===== src/design/wpm_pkg.sv =====
`default_nettype none

package wpm_pkg;

    // opcodes of an input word
    localparam logic [1:0] OP_LOAD    = 2'd0;
    localparam logic [1:0] OP_RESTART = 2'd1;
    localparam logic [1:0] OP_TEXT    = 2'd2;

    // wildcard bytes
    localparam logic [7:0] STAR_BYTE = 8'h2A;
    localparam logic [7:0] ANY_BYTE  = 8'h3F;

    // control broadcast from the top level to every cell
    typedef struct packed {
        logic       restart;  // accepted restart word
        logic       text;     // accepted text word
        logic       load;     // accepted load word
        logic [7:0] symbol;   // pattern byte or text byte
    } ctrl_t;

endpackage

`default_nettype wire


===== src/design/wildcard_pattern_matcher.sv =====
// an accepted input word's result word is registered and appears in the next cycle
// throughput: one word per cycle unless stalled; the star chain and
//   the star-prefix seed ripple through the row of cells in that cycle
// reset: match bits clear, empty-prefix bit set, pattern_length 0, no result
//   pending; pattern bytes hold no reset value until loaded
`default_nettype none

module wildcard_pattern_matcher #(
    parameter int MAX_PATTERN = 64
) (
    input  wire logic       clk,
    input  wire logic       rst_n,
    // configuration: pattern_length
    input  wire logic       cfg_valid,
    output logic            cfg_ready,
    input  wire logic [6:0] cfg_data,
    // input words
    input  wire logic       in_valid,
    output logic            in_ready,
    input  wire logic [1:0] opcode,
    input  wire logic [5:0] position,
    input  wire logic [7:0] symbol,
    // result words
    output logic            out_valid,
    input  wire logic       out_ready,
    output logic            full_match,
    output logic            still_alive
);

    // length register is wide enough to hold MAX_PATTERN itself
    localparam int LEN_W = $clog2(MAX_PATTERN + 1);

    logic [LEN_W-1:0]     len_reg;
    logic                 empty_reg;
    logic                 empty_next;
    logic                 out_valid_reg;
    logic                 full_reg;
    logic                 alive_reg;
    logic                 accept;
    wpm_pkg::ctrl_t       ctrl;

    logic [MAX_PATTERN-1:0] match_vec;   // current bit of prefix i+1
    logic [MAX_PATTERN-1:0] next_vec;    // updated bit of prefix i+1
    logic [MAX_PATTERN:0]   run_vec;     // star-prefix seed chain
    logic [MAX_PATTERN:0]   pfx_next;    // updated bits, empty prefix at 0
    logic [MAX_PATTERN:0]   live_mask;   // prefixes 0..pattern_length
    logic                   full_calc;
    logic                   alive_calc;

    // cfg takes every write, unchecked; user must write only while idle
    assign cfg_ready = 1'b1;

    // output register frees up in the same cycle it is taken
    assign in_ready  = !out_valid_reg || out_ready;
    assign accept    = in_valid && in_ready;

    always_comb
    begin
        ctrl         = '0;
        ctrl.symbol  = symbol;
        if (accept)
        begin
            case (opcode)
                wpm_pkg::OP_LOAD:    ctrl.load    = 1'b1;
                wpm_pkg::OP_RESTART: ctrl.restart = 1'b1;
                wpm_pkg::OP_TEXT:    ctrl.text    = 1'b1;
                default:             ctrl.load    = 1'b0;  // ignored word
            endcase
        end
    end

    // empty prefix matches only the empty text
    always_comb
    begin
        if (ctrl.restart)
        begin
            empty_next = 1'b1;
        end
        else if (ctrl.text)
        begin
            empty_next = 1'b0;
        end
        else
        begin
            empty_next = empty_reg;
        end
    end

    // row of cells, one per pattern position
    // each cell sees the old bit of its left neighbor (diagonal step) and
    // the new bit of its left neighbor (star chain)
    assign run_vec[0] = 1'b1;

    for (genvar i = 0; i < MAX_PATTERN; i++)
    begin : g_cell
        logic left_bit;
        logic chain_bit;
        logic sel;

        if (i == 0)
        begin : g_first
            assign left_bit  = empty_reg;
            assign chain_bit = empty_next;
        end
        else
        begin : g_rest
            assign left_bit  = match_vec[i-1];
            assign chain_bit = next_vec[i-1];
        end

        assign sel = (32'(position) == i);

        wpm_cell u_cell (
            .clk      (clk),
            .rst_n    (rst_n),
            .ctrl     (ctrl),
            .load_sel (sel),
            .left_in  (left_bit),
            .chain_in (chain_bit),
            .run_in   (run_vec[i]),
            .match_out(match_vec[i]),
            .next_out (next_vec[i]),
            .run_out  (run_vec[i+1])
        );
    end

    // result from the updated bits, pattern_length picks the full prefix
    assign pfx_next = {next_vec, empty_next};

    always_comb
    begin
        for (int k = 0; k <= MAX_PATTERN; k++)
        begin
            live_mask[k] = (k <= 32'(len_reg));
        end
    end

    assign full_calc  = pfx_next[len_reg] && (ctrl.restart || ctrl.text);
    assign alive_calc = |(pfx_next & live_mask);

    always_ff @(posedge clk or negedge rst_n)
    begin
        if (!rst_n)
        begin
            len_reg       <= '0;
            empty_reg     <= 1'b1;
            out_valid_reg <= 1'b0;
        end
        else
        begin
            if (cfg_valid && cfg_ready)
            begin
                // lengths beyond the row saturate
                if (32'(cfg_data) > MAX_PATTERN)
                begin
                    len_reg <= LEN_W'(MAX_PATTERN);
                end
                else
                begin
                    len_reg <= LEN_W'(cfg_data);
                end
            end
            empty_reg <= empty_next;
            if (accept)
            begin
                out_valid_reg <= 1'b1;
            end
            else if (out_ready)
            begin
                out_valid_reg <= 1'b0;
            end
        end
    end

    // result payload
    always_ff @(posedge clk)
    begin
        if (accept)
        begin
            full_reg  <= full_calc;
            alive_reg <= alive_calc;
        end
    end

    assign out_valid   = out_valid_reg;
    assign full_match  = full_reg;
    assign still_alive = alive_reg;

endmodule

`default_nettype wire


===== src/design/wpm_cell.sv =====
`default_nettype none

module wpm_cell (
    input  wire logic           clk,
    input  wire logic           rst_n,
    input  wire wpm_pkg::ctrl_t ctrl,
    input  wire logic           load_sel,
    input  wire logic           left_in,
    input  wire logic           chain_in,
    input  wire logic           run_in,
    output logic                match_out,
    output logic                next_out,
    output logic                run_out
);

    logic [7:0] pat_reg;
    logic       match_reg;
    logic       match_next;
    logic       is_star;
    logic       hit;
    logic       text_bit;

    assign is_star = (pat_reg == wpm_pkg::STAR_BYTE);
    assign hit     = (pat_reg == wpm_pkg::ANY_BYTE) || (pat_reg == ctrl.symbol);

    // star keeps its own bit or takes the new bit of its left neighbor
    assign text_bit = is_star ? (match_reg | chain_in) : (hit & left_in);
    assign run_out  = run_in & is_star;

    always_comb
    begin
        if (ctrl.restart)
        begin
            match_next = run_out;
        end
        else if (ctrl.text)
        begin
            match_next = text_bit;
        end
        else
        begin
            match_next = match_reg;
        end
    end

    assign match_out = match_reg;
    assign next_out  = match_next;

    always_ff @(posedge clk or negedge rst_n)
    begin
        if (!rst_n)
        begin
            match_reg <= 1'b0;
        end
        else
        begin
            match_reg <= match_next;
        end
    end

    always_ff @(posedge clk)
    begin
        if (ctrl.load && load_sel)
        begin
            pat_reg <= ctrl.symbol;
        end
    end

endmodule

`default_nettype wire


===== config.mk =====
export PLATFORM = sky130hd
export DESIGN_NAME = wildcard_pattern_matcher
export DESIGN_NICKNAME = d
export VERILOG_FILES = /design/src/design/wpm_pkg.sv /design/src/design/wildcard_pattern_matcher.sv /design/src/design/wpm_cell.sv
export SDC_FILE = /design/constraint.sdc
export NUM_CORES = 1
export LEC_CHECK = 0
export ABC_AREA = 1
export BUFFER_PORTS_ARGS = -buffer_cell sky130_fd_sc_hd__buf_4
export CORE_ASPECT_RATIO = 0.5
export CORE_MARGIN = 3
export CORE_UTILIZATION = 45
export CTS_CLUSTER_DIAMETER = 60
export DETAILED_ROUTE_END_ITERATION = 10
export GPL_ROUTABILITY_DRIVEN = 0
export PLACE_DENSITY = 0.59
export SYNTH_ARGS = -nofsm -noshare
export SYNTH_HDL_FRONTEND = slang
export SYNTH_SLANG_ARGS = --single-unit

===== constraint.sdc =====
create_clock -name clk -period 18.95 [get_ports clk]
set_input_delay 1.895 -clock clk [delete_from_list [all_inputs] [get_ports clk]]
set_output_delay 1.895 -clock clk [all_outputs]
set_load 0.02 [all_outputs]

==> summary by stage, run 1 <==
Outcome
The flow ran to the end, and the final reports show no timing, DRC or antenna violations.

Clocking
The post-CTS setup buffer count is 0. The number of hold buffers added after cts is 0. The cell at the root of the clock tree is sky130_fd_sc_hd__clkbuf_16. The total of cells resized after clock tree synthesis is 0. The CTS tree is yes. The maximum clock path buffer count is 3. The clock transition at the register clock pins on the worst setup and hold paths after CTS is 60 ps. The depth of the CTS H-tree is 2.

The clock reaches the later pin of the worst-skew pair after 630 ps. Buffers inserted during clock tree synthesis total 55. The clock drives 587 sinks.

Route
Summed over all layers, the routed wires come to about 100,000 um. The detailed-route vias per instance is approximately 5.7. The total number of vias is 25,850. In the final routed layout, each cell accounts on average for 22.17 um.

The DRC violation count after routing is 0. In this run, the number of DRC markers left after iteration 0 of detailed routing was roughly 3,200. The number of detailed-routing iterations run before antenna repair is 8.

Once detail routing completed, the nets flagged for antenna violations numbered 0.

Logic synthesis
The mapped netlist covers 32,360 sq um. The number of unique standard cell types used by synthesis is between 50 and 60. The fraction of post-synthesis cell area in the top cell type by area is 0.4770.

The cell count after synthesis is 3,512. The share of flip-flops with an asynchronous set or reset after synthesis is 0.1244. A synthesized cell averages between 9 and 10 sq um.

The share of the Yosys chip area taken by registers is 0.5335. The number of nets in the synthesized netlist is 3,540. In the synthesized netlist the dominant register cell turns out to be sky130_fd_sc_hd__edfxtp_1. For this run, the number of Yosys warnings is 0. Sorting the synthesized cells by area gives the leading types as sky130_fd_sc_hd__edfxtp_1 48%, sky130_fd_sc_hd__nand2_1 8.4%, sky130_fd_sc_hd__xnor2_1 6.8%. In this run, synthesis produced a sequential element count of 587. The number of enable-type register cells in the synthesized netlist is 514. The dominant cell type by area after synthesis is sky130_fd_sc_hd__edfxtp_1.

Power and ir drop
The worst voltage drop across the vdd grid is roughly 0.000077 V. The power density over cell area is between 70 and 80 nW/um^2. The static power due to leakage is 13.20 nW.

Worst setup path
The depth of the worst register-to-register path is 139. The register-to-register setup slack is 7480 ps. The worst setup path is launched from an input port. In this run the critical register-to-register path is launched from out_valid$_DFFE_PN0P_. The required time at the endpoint of the critical path is approximately 19,000 ps. The worst register-to-register path ends at full_match$_DFFE_PP_. Of all nets on the critical path, the largest fanout is 36.

For this design, the slowest cell found on the critical path is sky130_fd_sc_hd__inv_2. On the worst path, the slowest cell contributes a delay of 660 ps. The cell that appears most often on the critical path is sky130_fd_sc_hd__nand2_2.

The critical path is of the in -> reg type. The critical path endpoint category is a register. The data arrival time of the worst path is 12,970 ps.

Finish
The area growth from synthesis to layout is 9.767%. The share of post-route cells with drive strength above 1 is 0.09560. The number of flip-flops in the largest register is 512.

Leaving out fill and tap cells, the most frequent cells in the layout are 726 x sky130_fd_sc_hd__nand2_1, 514 x sky130_fd_sc_hd__edfxtp_1, 502 x sky130_fd_sc_hd__inv_1. The post-layout utilization of the core is 0.5073. The layout has 6,329 filler cells.

The most common cell after layout, fill and taps aside is sky130_fd_sc_hd__nand2_1. The layout net count is 3,574.

GRT
The initial antenna violation count came to 1. In the global route stage, overall resource usage came out at 0.2648. The number of global-route vias before repair came to 23,870. The first global-routing pass estimated 151,100 um of wire. The leftover overflow at the end of global routing is 0. Entering global routing, the biggest net connects 67 pins.

STA
The final worst-path cycle share is 0.6670. Setup repair after global routing left no endpoint under its margin. Summed over all failing endpoints, the final setup total negative slack is 0 ps. The worst-case headroom to the max-slew limit is 0.2477. The number of setup violations in the final report is 0.

The number of pins exceeding their max-slew limit in the final report is 0. The number of failing hold endpoints at the final stage is 0. The clock period minus final worst setup slack is 12,640 ps. Clock skew on the completed layout was measured at 29.00 ps. The transition time at the pin with the least slew margin is 1126 ps. Derived from the worst setup path, the maximum achievable clock frequency is 79.12 MHz.

Die
The initial utilization of the core area, before any placement, comes to 0.4621. The floorplan step defined a core boundary enclosing between 70,000 and 80,000 sq um. The floorplan has approximately 70 rows. The die covers 75,360 sq um. The overall die width is 385.2 um. The number of top-level design ports is 33. The height of the chip is ~200 um.

Hold path
The worst hold path begins at out_valid$_DFFE_PN0P_. The worst hold path was traced through 2 stages. The tightest min-delay check is of the reg -> reg type. The worst hold path terminates at out_valid$_DFFE_PN0P_.

Flow run
The total of max-cap violations is 0.

Placed design
The post-detailed-placement half-perimeter wirelength is 69,640 um. The count of input and output buffers is 31.
[routing by layer]
metal,share of wire,GRT usage,vias up,routed length [um]
li1,-,-,11960,-
met1,0.47,0.4096,12590,47210
met2,0.41,0.3812,1133,41530
met3,0.090,0.04685,172,9082
met4,0.027,0.06748,0,2688
met5,0,0,-,0
[metrics by stage]
step / power, mW / hold WS (ps) / instances / area (sq um) / worst slack (ps)
2_1_floorplan: 1.550 / 490.2 / 3512 / 32360 / 7922
3_3_place_gp: 1.635 / 509.2 / 4434 / 33740 / 5929
3_5_place_dp: 1.636 / 515.6 / 4434 / 33740 / 5737
4_1_cts: 2.755 / 530.7 / 4533 / 35520 / 6375
5_1_grt: 2.824 / 545.6 / 4533 / 35520 / 5136
6_report: 2.743 / 524.8 / 4534 / 35520 / 6311
[worst max-delay path, delay by kind of cell]
kind                   cells  cell delay (ps)
buffers and inverters      3             1470
AND/OR/NAND/NOR          135             9310
AO/OA/AOI/OAI              2              130
[cell type report]
cell class | instances | area (sq um) | area share
Clock inverter | 31 | 306.5 | 0.008630
Clock buffer | 68 | 1468 | 0.04132
Sequential cell | 587 | 17260 | 0.4860
Antenna cell | 1 | 2.502 | 0.00007045
Multi-Input combinational cell | 2314 | 12780 | 0.3599
Inverter | 511 | 1918 | 0.05400
Tap cell | 945 | 1182 | 0.03329
Timing Repair Buffer | 77 | 596.8 | 0.01680
[worst max path at each step]
stage / end / slack [ps] / from / cells after the start
after floorplan: full_match$_DFFE_PP_ / 7920 / out_ready / 137
after global placement: full_match$_DFFE_PP_ / 5930 / symbol[2] / 140
after detailed placement: full_match$_DFFE_PP_ / 5740 / symbol[2] / 140
after CTS: full_match$_DFFE_PP_ / 6370 / symbol[2] / 138
after global routing: full_match$_DFFE_PP_ / 5140 / symbol[2] / 140
final: full_match$_DFFE_PP_ / 6310 / symbol[2] / 140
[cell families after synthesis]
family          Yosys count  synth area share
buf+inv                 611           0.07165
other cells               1         0.0001159
xor+xnor                309           0.08364
flops                   587            0.5335
compound gates          295           0.05765
simple gates           1709            0.2535
[cell usage after synthesis (8+ instances only)]
cell type                   number
sky130_fd_sc_hd__xnor2_1       253
sky130_fd_sc_hd__o41ai_1        14
sky130_fd_sc_hd__inv_1         505
sky130_fd_sc_hd__and2_1         12
sky130_fd_sc_hd__o22ai_1        20
sky130_fd_sc_hd__buf_1          27
sky130_fd_sc_hd__nor4_1         86
sky130_fd_sc_hd__a21oi_1        88
sky130_fd_sc_hd__or2_2          55
sky130_fd_sc_hd__buf_2          10
sky130_fd_sc_hd__nor3b_1         8
sky130_fd_sc_hd__clkbuf_1       59
sky130_fd_sc_hd__or4_1          22
sky130_fd_sc_hd__xor2_1         56
sky130_fd_sc_hd__o21ai_0        71
sky130_fd_sc_hd__nor3_1         50
sky130_fd_sc_hd__a22oi_1        11
sky130_fd_sc_hd__nand3_1       119
sky130_fd_sc_hd__nand4_1       182
sky130_fd_sc_hd__nor2_1        306
sky130_fd_sc_hd__nand2_1       726
sky130_fd_sc_hd__edfxtp_1      514
sky130_fd_sc_hd__o211ai_1       23
sky130_fd_sc_hd__nand3_2        60
sky130_fd_sc_hd__a221oi_1       12
sky130_fd_sc_hd__dfrtp_1        72
sky130_fd_sc_hd__o2111ai_1      11
sky130_fd_sc_hd__nand2_2        63
[where the power goes]
part	switching [mW]	total [mW]	internal [mW]
registers	0.00510	1.42	1.41
clock network	0.502	1.13	0.630
logic	0.142	0.197	0.0548
total	0.649	2.74	2.09
No activity file was read; power rests on OpenSTA's default activity.
==> run 2: changes to the inputs <==
==> constraint.sdc (replaced) <==
create_clock -name clk -period 13.15 [get_ports clk]
set_input_delay 1.315 -clock clk [delete_from_list [all_inputs] [get_ports clk]]
set_output_delay 1.315 -clock clk [all_outputs]
set_load 0.02 [all_outputs]
==> summary by stage, run 2 (same netlist as run 1, synthesis figures left out) <==
STA
Hold timing on the final database bottoms out at a slack of 523.1 ps. After routing, the total negative slack on setup checks comes to 0 ps. The number of pins exceeding their max-slew limit in the final report is 0. The worst-case headroom to the max-slew limit is 0.2315. The clock skew after layout is around 20 ps. Based on the critical path, the design can be clocked at up to 88.44 MHz. The transition time at the pin with the least slew margin is ~1100 ps. Setup repair after global routing left no endpoint under its margin. The number of failing hold endpoints at the final stage is 0. Subtracting the final worst setup slack from the clock period gives roughly 11,000 ps. The final worst-path cycle share is 0.8598.

The number of setup violations in the final report is 0.

Clocking
The maximum clock path buffer count is 3. The clock latency on the worst-skew pair is 640 ps. The cell at the root of the clock tree is sky130_fd_sc_hd__clkbuf_16. The number of buffers created by CTS is between 50 and 60. Clock-pin slew was measured on the worst setup and hold paths at 70 ps. The depth of the CTS H-tree is 2. Post-CTS repair changed the size of 0 cells.

The number of hold buffers added after cts is 0. The post-CTS setup buffer count is 0. TritonCTS built the clock tree. The count of clock tree sinks is 587.

GRT
The number of global-route vias before repair is 24,360. The initial antenna violation count was 5. Across every metal layer, demand over resource in global routing totals 0.2666. Entering global routing, the biggest net connects 76 pins. The leftover overflow at the end of global routing is 0. The first-pass GRT wire length is ~150,000 um.

Die
The initialized floorplan defines 68 standard-cell rows. The floorplan step defined a core boundary enclosing 70,020 sq um. In this run the count of I/O pins placed on the die edge is 33. The initial standard-cell utilization of the core is 0.4621. The height of the chip is a little under 200 um. The die area is 75,360 sq um. The overall die width is between 300 and 400 um.

Placed design
The HPWL after detailed placement is 71,190 um. The count of input and output buffers is 31. The total placed cells including tap cells is 4,449. The post-detailed-placement cell area is between 30,000 and 40,000 sq um.

Finish
The sequential cells in the finished layout cover a total of 17,260 sq um. In the final layout, the multi-input gates occupy 12,780 sq um. The count of non-filler cells in the finished layout is 4,556. In the final layout, the share of cells above drive strength 1 is 0.1008. The growth of design area from synthesis to finish is 10.42%. After filler insertion, the fill cell instance count of the layout stands at 6,301. The most common cell after layout, fill and taps aside is sky130_fd_sc_hd__nand2_1. The post-route cell area is 35,730 sq um. The layout net count is 3,591. In the layout the commonest cells are 726 x sky130_fd_sc_hd__nand2_1, 514 x sky130_fd_sc_hd__edfxtp_1, 502 x sky130_fd_sc_hd__inv_1. The repair_antennas step left the layout with diodes totalling 0. The register with the most flip-flops in the layout has 512 of them.

Power and ir drop
Summed over all cells, the static leakage comes to 13.33 nW. The power density over cell area is about 110 nW/um^2. The worst voltage drop across the vdd grid is 0.00009963 V.

Route
For this run, design rule violations remaining after detail routing come to 0. The total number of vias is 25,830. For this block, the initial DRC count from the detailed router was 3,179. Wires add up to 101,100 um. In this run the remaining antenna-violating nets after routing total 0. The detailed-route vias per instance is 5.668. The per-cell routed wire length is 22.18 um. The number of detailed-routing iterations run before antenna repair is 7.

Worst setup path
Among cell families on the critical path, the largest total delay comes from simple AND/OR/NAND/NOR gates. On the critical path, the stage with the largest delay is an instance of sky130_fd_sc_hd__buf_4. The maximum fanout encountered on the critical timing path is 24. Data on the critical path is required at its endpoint by 13,520 ps. The kind of launch point of the worst setup path is an input port. The start point of the critical path is symbol[2]. For this run, the slowest stage of the critical path takes just over 400 ps. The path type of the worst setup path is in -> reg.

The critical path contains buffers and inverters numbering 4 combined. The data arrival time of the worst path is 11,680 ps. The start of the worst register-to-register path is out_valid$_DFFE_PN0P_. The critical path endpoint category is a register. The cell repeated most along the worst path is sky130_fd_sc_hd__nand2_2.

Outcome
The flow ran to the end, and the final reports show no timing, DRC or antenna violations.

Hold path
The worst hold-check path type is in -> async.

Flow run
Across the run, the number of max-cap violations was 0.
-- run 2: cell types whose count changed in the layout (fill, tap and decap cells not counted), sizes merged --
cell / change
buf: +15
clkbuf: +10
clkinv: +4
clkinvlp: -3
bufinv: -2
diode: -1
inv: -1
-- run 2: area by class of cell --
cell class,instances,share of cell area
flip-flops and latches,587,0.4832
multi-input cells,2314,0.3578
inverters,511,0.05368
clock buffers,78,0.04500
well taps,945,0.03309
repair buffers,92,0.02056
clock inverters,29,0.006759
-- run 2: report_power, final --
part	switching [mW]	internal, mW
logic	0.207	0.0827
clock network	0.731	0.931
registers	0.00683	2.03
-- run 2: final timing paths --
path,end,slack (ps),cells past startpoint
worst max-delay path,full_match$_DFFE_PP_,1840,134
worst min-delay path,g_cell[7].u_cell.match_out$_DFF_PN0_,520,1
worst max register to register,full_match$_DFFE_PP_,2250,138
worst min register to register,out_valid$_DFFE_PN0P_,530,2
max in group asynchronous,g_cell[31].u_cell.match_out$_DFF_PN0_,11430,2
min in group clk,out_valid$_DFFE_PN0P_,530,2
-- run 2: worst reg2reg max path: cells and delay by family (launching register included) --
family,cells,cell delay (ps)
compound gates,1,60
flops,1,380
simple gates,137,10100
-- run 2: stage by stage --
stage          setup WS (ps)    util  total power, mW
6_report                1843  0.5103            3.991
5_1_grt                738.0  0.5103            4.115
4_1_cts                 1965  0.5103            4.014
3_5_place_dp            1321  0.4838            2.364
3_3_place_gp            1482  0.4838            2.362
2_1_floorplan           2702       -            2.233
-- run 2: layer usage --
layer | vias to the layer above | global-route usage | wire length (um) | share of wire
li1 | 11990 | - | - | -
met1 | 12530 | 0.3982 | 46630 | 0.46
met2 | 1105 | 0.3844 | 41380 | 0.41
met3 | 189 | 0.05878 | 9788 | 0.097
met4 | 8 | 0.08375 | 3201 | 0.032
met5 | - | 0 | 54 | 0.00053
